File: src/rtl/swhsr_pkg.sv
// Package with the types and constants shared by the single-wire sensor reader.
package swhsr_pkg;

  localparam int FRAME_BITS = 40;
  localparam int CNT_W      = $clog2(FRAME_BITS + 1);

  localparam logic [15:0] START_LOW_RST = 16'd2000;
  localparam logic [7:0]  RELEASE_RST   = 8'd30;
  localparam logic [9:0]  RESP_TO_RST   = 10'd200;
  localparam logic [9:0]  BIT_TO_RST    = 10'd100;
  localparam logic [9:0]  HIGH_CAP_RST  = 10'd100;
  localparam logic [9:0]  ONE_THR_RST   = 10'd10;
  localparam logic [23:0] MIN_INT_RST   = 24'd2000000;
  localparam logic [23:0] SINCE_MAX     = 24'hFF_FFFF;

  localparam logic [2:0] REG_START_LOW = 3'd0;
  localparam logic [2:0] REG_RELEASE   = 3'd1;
  localparam logic [2:0] REG_RESP_TO   = 3'd2;
  localparam logic [2:0] REG_BIT_TO    = 3'd3;
  localparam logic [2:0] REG_HIGH_CAP  = 3'd4;
  localparam logic [2:0] REG_ONE_THR   = 3'd5;
  localparam logic [2:0] REG_MIN_INT   = 3'd6;

  typedef enum logic [2:0] {
    PH_IDLE      = 3'd0,
    PH_START     = 3'd1,
    PH_RELEASE   = 3'd2,
    PH_RESP_LOW  = 3'd3,
    PH_RESP_HIGH = 3'd4,
    PH_RESP_LOW2 = 3'd5,
    PH_BIT_WAIT  = 3'd6,
    PH_BIT_HIGH  = 3'd7
  } phase_t;

  typedef enum logic [2:0] {
    ST_OK          = 3'd0,
    ST_TOO_SOON    = 3'd1,
    ST_NO_RESP     = 3'd2,
    ST_STUCK_LOW   = 3'd3,
    ST_STUCK_HIGH  = 3'd4,
    ST_BIT_TIMEOUT = 3'd5,
    ST_CHECKSUM    = 3'd6
  } status_t;

  typedef struct packed {
    logic cmd;
    logic line_level;
  } swhsr_in_t;

  typedef struct packed {
    logic               drive_low;
    logic               done_res;
    status_t            status;
    logic [15:0]        humidity;
    logic signed [15:0] temperature;
  } swhsr_out_t;

endpackage

File: src/rtl/single_wire_humidity_sensor_reader_top.sv
// Top level of the single-wire humidity and temperature sensor reader.
// The result of an item is registered in the output register when the item is accepted.
// One item per cycle while not stalled; the phase sequencer updates once per accepted item.
// An item is taken whenever the output register is empty or being emptied in the same cycle.
// Reset is synchronous and active low; it restores the register defaults and the idle phase.
// After reset a start request is refused until min_int_r - 1 items have been accepted.
module single_wire_humidity_sensor_reader_top
  import swhsr_pkg::*;
(
  input  logic        clk,
  input  logic        rst_n,
  input  logic        in_valid,
  output logic        in_ready,
  input  swhsr_in_t   in_data,
  output logic        out_valid,
  input  logic        out_ready,
  output swhsr_out_t  out_data,
  input  logic        cfg_we,
  input  logic [2:0]  cfg_addr,
  input  logic [23:0] cfg_wdata
);

  logic [15:0] start_low_r;
  logic [7:0]  release_r;
  logic [9:0]  resp_to_r;
  logic [9:0]  bit_to_r;
  logic [9:0]  high_cap_r;
  logic [9:0]  one_thr_r;
  logic [23:0] min_int_r;

  phase_t             phase_r, phase_nxt;
  logic [15:0]        ticks_r, ticks_nxt;
  logic [CNT_W-1:0]   bits_r, bits_nxt;
  logic [FRAME_BITS-1:0] frame_r, frame_nxt;
  logic [23:0]        since_r, since_nxt;
  logic               out_valid_r;
  swhsr_out_t         out_r, out_nxt;

  logic               accept;
  logic [15:0]        tick_inc;
  logic [23:0]        since_inc;
  logic               fin;
  status_t            fin_st;
  logic               bit_end;
  logic [15:0]        bit_ticks;
  logic [FRAME_BITS-1:0] frame_shift;
  logic [CNT_W-1:0]   bits_inc;
  logic [7:0]         csum;
  logic [15:0]        temp_word;

  assign in_ready  = !out_valid_r || out_ready;
  assign accept    = in_valid && in_ready;
  assign out_valid = out_valid_r;
  assign out_data  = out_r;

  assign tick_inc  = ticks_r + 16'd1;
  assign since_inc = (since_r < SINCE_MAX) ? since_r + 24'd1 : since_r;
  assign bits_inc  = bits_r + CNT_W'(1);
  assign frame_shift = {frame_r[FRAME_BITS-2:0], (bit_ticks > {6'd0, one_thr_r})};
  assign csum = frame_shift[39:32] + frame_shift[31:24] + frame_shift[23:16]
              + frame_shift[15:8];
  assign temp_word = frame_shift[23:8];

  always_comb begin
    phase_nxt = phase_r;
    ticks_nxt = ticks_r;
    bits_nxt  = bits_r;
    frame_nxt = frame_r;
    since_nxt = since_inc;
    fin       = 1'b0;
    fin_st    = ST_OK;
    bit_end   = 1'b0;
    bit_ticks = ticks_r;
    unique case (phase_r)
      PH_IDLE: begin
        if (in_data.cmd) begin
          if (since_inc < min_int_r) begin
            fin    = 1'b1;
            fin_st = ST_TOO_SOON;
          end else begin
            ticks_nxt = '0;
            bits_nxt  = '0;
            frame_nxt = '0;
            phase_nxt = (start_low_r == 16'd0) ? PH_RELEASE : PH_START;
          end
        end
      end
      PH_START: begin
        ticks_nxt = tick_inc;
        if (tick_inc >= start_low_r) begin
          phase_nxt = PH_RELEASE;
          ticks_nxt = '0;
        end
      end
      PH_RELEASE: begin
        ticks_nxt = tick_inc;
        if (tick_inc >= {8'd0, release_r}) begin
          phase_nxt = PH_RESP_LOW;
          ticks_nxt = '0;
        end
      end
      PH_RESP_LOW: begin
        if (!in_data.line_level) begin
          phase_nxt = PH_RESP_HIGH;
          ticks_nxt = '0;
        end else begin
          ticks_nxt = tick_inc;
          if (tick_inc > {6'd0, resp_to_r}) begin
            fin    = 1'b1;
            fin_st = ST_NO_RESP;
          end
        end
      end
      PH_RESP_HIGH: begin
        if (in_data.line_level) begin
          phase_nxt = PH_RESP_LOW2;
          ticks_nxt = '0;
        end else begin
          ticks_nxt = tick_inc;
          if (tick_inc > {6'd0, resp_to_r}) begin
            fin    = 1'b1;
            fin_st = ST_STUCK_LOW;
          end
        end
      end
      PH_RESP_LOW2: begin
        if (!in_data.line_level) begin
          phase_nxt = PH_BIT_WAIT;
          ticks_nxt = '0;
        end else begin
          ticks_nxt = tick_inc;
          if (tick_inc > {6'd0, resp_to_r}) begin
            fin    = 1'b1;
            fin_st = ST_STUCK_HIGH;
          end
        end
      end
      PH_BIT_WAIT: begin
        if (in_data.line_level) begin
          ticks_nxt = '0;
          if (high_cap_r == 10'd0) begin
            bit_end   = 1'b1;
            bit_ticks = '0;
          end else begin
            phase_nxt = PH_BIT_HIGH;
          end
        end else begin
          ticks_nxt = tick_inc;
          if (tick_inc > {6'd0, bit_to_r}) begin
            fin    = 1'b1;
            fin_st = ST_BIT_TIMEOUT;
          end
        end
      end
      PH_BIT_HIGH: begin
        if (!in_data.line_level) begin
          bit_end = 1'b1;
        end else begin
          ticks_nxt = tick_inc;
          bit_ticks = tick_inc;
          if (tick_inc >= {6'd0, high_cap_r}) begin
            bit_end = 1'b1;
          end
        end
      end
      default: begin
        phase_nxt = PH_IDLE;
        ticks_nxt = '0;
      end
    endcase
    if (bit_end) begin
      frame_nxt = frame_shift;
      bits_nxt  = bits_inc;
      ticks_nxt = '0;
      if (bits_inc >= CNT_W'(FRAME_BITS)) begin
        fin = 1'b1;
        if (csum != frame_shift[7:0]) begin
          fin_st = ST_CHECKSUM;
        end else begin
          fin_st    = ST_OK;
          since_nxt = '0;
        end
      end else begin
        phase_nxt = PH_BIT_WAIT;
      end
    end
    if (fin) begin
      phase_nxt = PH_IDLE;
      ticks_nxt = '0;
    end
  end

  always_comb begin
    out_nxt             = '0;
    out_nxt.drive_low   = (phase_nxt == PH_START);
    out_nxt.done_res    = fin;
    out_nxt.status      = fin ? fin_st : ST_OK;
    if (fin && fin_st == ST_OK) begin
      out_nxt.humidity    = frame_shift[39:24];
      out_nxt.temperature = temp_word[15] ? $signed(16'd0 - {1'b0, temp_word[14:0]})
                                          : $signed(temp_word);
    end
  end

  always_ff @(posedge clk) begin
    if (!rst_n) begin
      start_low_r <= START_LOW_RST;
      release_r   <= RELEASE_RST;
      resp_to_r   <= RESP_TO_RST;
      bit_to_r    <= BIT_TO_RST;
      high_cap_r  <= HIGH_CAP_RST;
      one_thr_r   <= ONE_THR_RST;
      min_int_r   <= MIN_INT_RST;
    end else if (cfg_we) begin
      unique case (cfg_addr)
        REG_START_LOW: start_low_r <= cfg_wdata[15:0];
        REG_RELEASE:   release_r   <= cfg_wdata[7:0];
        REG_RESP_TO:   resp_to_r   <= cfg_wdata[9:0];
        REG_BIT_TO:    bit_to_r    <= cfg_wdata[9:0];
        REG_HIGH_CAP:  high_cap_r  <= cfg_wdata[9:0];
        REG_ONE_THR:   one_thr_r   <= cfg_wdata[9:0];
        REG_MIN_INT:   min_int_r   <= cfg_wdata;
        default: ;
      endcase
    end
  end

  always_ff @(posedge clk) begin
    if (!rst_n) begin
      phase_r     <= PH_IDLE;
      ticks_r     <= '0;
      bits_r      <= '0;
      frame_r     <= '0;
      since_r     <= '0;
      out_valid_r <= 1'b0;
    end else begin
      if (accept) begin
        phase_r <= phase_nxt;
        ticks_r <= ticks_nxt;
        bits_r  <= bits_nxt;
        frame_r <= frame_nxt;
        since_r <= since_nxt;
      end
      if (accept) begin
        out_valid_r <= 1'b1;
      end else if (out_ready) begin
        out_valid_r <= 1'b0;
      end
    end
  end

  always_ff @(posedge clk) begin
    if (accept) begin
      out_r <= out_nxt;
    end
  end

endmodule
File: config.mk
export PLATFORM = sky130hd
export DESIGN_NAME = single_wire_humidity_sensor_reader_top
export DESIGN_NICKNAME = d
export VERILOG_FILES = /design/src/rtl/swhsr_pkg.sv /design/src/rtl/single_wire_humidity_sensor_reader_top.sv
export SDC_FILE = /design/constraint.sdc
export NUM_CORES = 1
export LEC_CHECK = 0
export ABC_CLOCK_PERIOD_IN_PS = 4200
export BUFFER_PORTS_ARGS = -buffer_cell sky130_fd_sc_hd__buf_4
export CORE_MARGIN = 2
export CORE_UTILIZATION = 40
export CTS_CLUSTER_SIZE = 28
export DETAILED_ROUTE_END_ITERATION = 8
export PLACE_DENSITY_LB_ADDON = 0.05
export SYNTH_ARGS = -nofsm -noshare
export SYNTH_HDL_FRONTEND = slang
export SYNTH_SLANG_ARGS = --single-unit
File: constraint.sdc
create_clock -name clk -period 4.2 [get_ports clk]
set_clock_uncertainty 0.2 [all_clocks]
set_input_delay 0.84 -clock clk [delete_from_list [all_inputs] [get_ports clk]]
set_output_delay 0.84 -clock clk [all_outputs]
set_load 0.02 [all_outputs]
==> impl_metrics.json <==
{
  "outcome": "complete, but fails checks",
  "intPower_w": 0.00377,
  "drt_first_iter_violations": 727,
  "required_ns": 4.47,
  "peakVddDrop_mv": 0.290,
  "portBuffers": 72,
  "endpoint_kind": "flip-flop",
  "grt_max_degree": 85,
  "finalCritPeriodShare": 1.07,
  "syn-num-nets": 1602,
  "p_sw_frac": 0.235,
  "crit_start": "since_r[10]$_SDFFE_PN0P_",
  "fmax_mhz": 223,
  "antenna_cells": 0,
  "syn_to_final_growth_pct": 29.5,
  "min_from": "min_int_r[21]$_SDFFE_PN0P_",
  "fp.coreArea_sq_um": 30500,
  "grt_remaining_overflow": 0,
  "yosysSeqAreaShare": 0.376,
  "power.switching_w": 0.00116,
  "drv_cap": 0,
  "async_flop_share": 0,
  "finalMaxSlewViolations": 0,
  "cp.arrival_ns": 4.76,
  "synth_flop_cell": "dfxtp_1",
  "grt_pass1_wl_mm": 59.2,
  "worst_slew_pin_slew_ns": 1.02,
  "fin_tns_setup_ns": -10.92,
  "combPwrFrac": 0.064,
  "drive_gt1_frac": 0.233,
  "finalNetCount": 1808,
  "die_y_um": 180,
  "ant_nets": 0,
  "cts_max_level": 1,
  "fin_ws_ns": -0.287,
  "synth_common_cells": "nand2_1, dfxtp_1, a21oi_1",
  "rsz0062_at_grt": "true",
  "hold_class": "flip-flop to flip-flop",
  "seqPwrFrac": 0.435,
  "first_global_vias": 10704,
  "critical_path.max_fanout": 5,
  "gp_congestion": 0.884,
  "cts_tree": "yes",
  "routed-via-count": 11119,
  "initial_core_util": 0.405,
  "post-route-min-period_ns": 4.49,
  "max_slew_margin": 0.318,
  "violations": "negative setup slack",
  "ys_types": 72,
  "cts_num_sinks": 214,
  "final_core_util": 0.525,
  "netlist.area_leader.share": 0.286,
  "cts_root_buf": "clkbuf_16",
  "clock_latency_ns": 0.54,
  "grt_usage": 0.226,
  "powerDensity_nw_per_um2": 308,
  "synth-edff-count": 37,
  "yosysMostFrequentCell": "nand2_1",
  "p_leak_nw": 6.89,
  "ys_seq_elements": 214,
  "wl_mm": 37.0,
  "dieArea_sq_um": 32300,
  "numCtsBuffers": 26,
  "drc": 0,
  "setup_viol": 51,
  "setup.worst_path.start_class": "flip-flop",
  "wl_per_cell_um": 17.8,
  "io_pins": 73,
  "synth.largest_area_cell": "dfxtp_1",
  "power_frac_clock": 0.500,
  "crit-reg2reg-launch": "since_r[10]$_SDFFE_PN0P_",
  "hold_ws_ns": 0.256,
  "yosys_warnings": 0,
  "cts.clk_slew.worst_paths_ns": 0.06,
  "finalHoldViolCount": 0,
  "yosys-top-cells-area": "dfxtp_1, ha_1, edfxtp_1, nand2_1, a21oi_1",
  "fp-row-count": 64,
  "die_x_um": 180,
  "vias_per_cell": 5.36,
  "syn_area_sq_um": 12400,
  "syn_inst": 1453,
  "dp_hpwl_mm": 26.3,
  "power.total_w": 0.00493,
  "syn_avg_cell_area_sq_um": 8.51,
  "clockBufferDepth": 3,
  "firstDrtPassIters": 5,
  "worstSetupPathType": "flip-flop to flip-flop",
  "grt_antenna_before_repair": 0
}
## critical path: stages, from the launching register on
cell and delay, ns:
dfxtp_2 0.33, nand4_1 0.21, or4_4 0.58, or2_4 0.29, nor3b_4 0.17, nand2_2 0.12
xnor2_4 0.16, ha_4 0.24, a21o_1 0.15, a21o_1 0.18, a2111oi_4 0.35, o22ai_2 0.13
a221oi_4 0.43, nor2_4 0.07, o21a_1 0.21, nor2_4 0.15, buf_6 0.17, clkbuf_16 0.15
a22o_1 0.12
## flip-flops by register name (all words and copies together), names as in the netlist
register     cells
start_low_r     16
out_valid        1
ticks_r         16
resp_to_r       10
one_thr_r       10
release_r        8
bits_r           6
high_cap_r      10
bit_to_r        10
frame_r         39
since_r         24
phase_r          3
min_int_r       24
out_data        37
## layer usage
metal / track usage / routed length, um / vias to the layer above
met5: 0 / 0 / -
met4: 0.0553 / 835 / 0
met3: 0.0298 / 1890 / 62
met2: 0.350 / 16400 / 245
met1: 0.333 / 17900 / 5257
li1: - / - / 5555
## cell families after synthesis
family          share of synthesized area
compound gates                      0.184
buf+inv                            0.0559
fa+ha+maj                           0.125
simple gates                        0.205
flops                               0.376
mux                               0.00860
xor+xnor                           0.0453
## timing repair
item	in CTS	in global routing
endpoints found under the setup margin	53	123
cloned	2	3
pin swaps	27	56
setup buffers	13	7
hold buffers	0	0
resized for setup	41	58
## per-stage QoR
step                      cell area [sq um]  setup slack [ns]  std cells
after floorplan                       12400           0.00240       1453
after detailed placement              14400            -0.427       2008
after CTS                             15700            -0.237       2071
final                                 16000            -0.287       2075
after global routing                  16000            -0.410       2075
after global placement                14400            -0.324       2008
## final cells by class
type,count,area (sq um)
Clock buffer,31,711
Clock inverter,17,234
Fill cell,2869,14500
Inverter,103,387
Multi-Input combinational cell,1060,7460
Sequential cell,214,4670
Tap cell,396,495
Timing Repair Buffer,254,2060
## power groups by stage
stage	clock, W	sequential, W	combinational, W
after floorplan	0	0.00221	0.000132
after global placement	0	0.00219	0.000293
after detailed placement	0	0.00219	0.000295
after CTS	0.00252	0.00215	0.000317
after global routing	0.00261	0.00215	0.000346
final	0.00247	0.00215	0.000317
## layout by cell type, fill, tap and decap left out, types with 11 or more instances in the layout
cell type  Yosys  layout
a22o_1        45      45
xor2_1        29      27
dfxtp_2        0      11
o211ai_1      33      33
inv_1        102     100
nand2_1      234     231
nor3_1        19      18
edfxtp_1      37      37
dfxtp_1      177     166
nor2b_1       13      12
o21a_1        12      12
a21oi_1      107     103
fa_1          14      13
and2_1        22      22
nor4_1        17      14
nand4_1       23      23
nand2b_1      13      11
xnor2_1       35      30
o21ai_0       64      53
nor2_1        70      64
a21o_1        20      20
ha_1         101      96
nand3_1       57      53
buf_4          1     237
clkbuf_16      0      30
## final timing paths
kind	depth (start not counted)	slack, ns	endpoint
setup / recovery	18	-0.29	frame_r[34]$_SDFFE_PN0P_
hold / removal	2	0.26	min_int_r[21]$_SDFFE_PN0P_
setup reg to reg	18	-0.29	frame_r[34]$_SDFFE_PN0P_
hold reg to reg	2	0.26	min_int_r[21]$_SDFFE_PN0P_
Note: power is estimated with default switching activity, not from simulation.
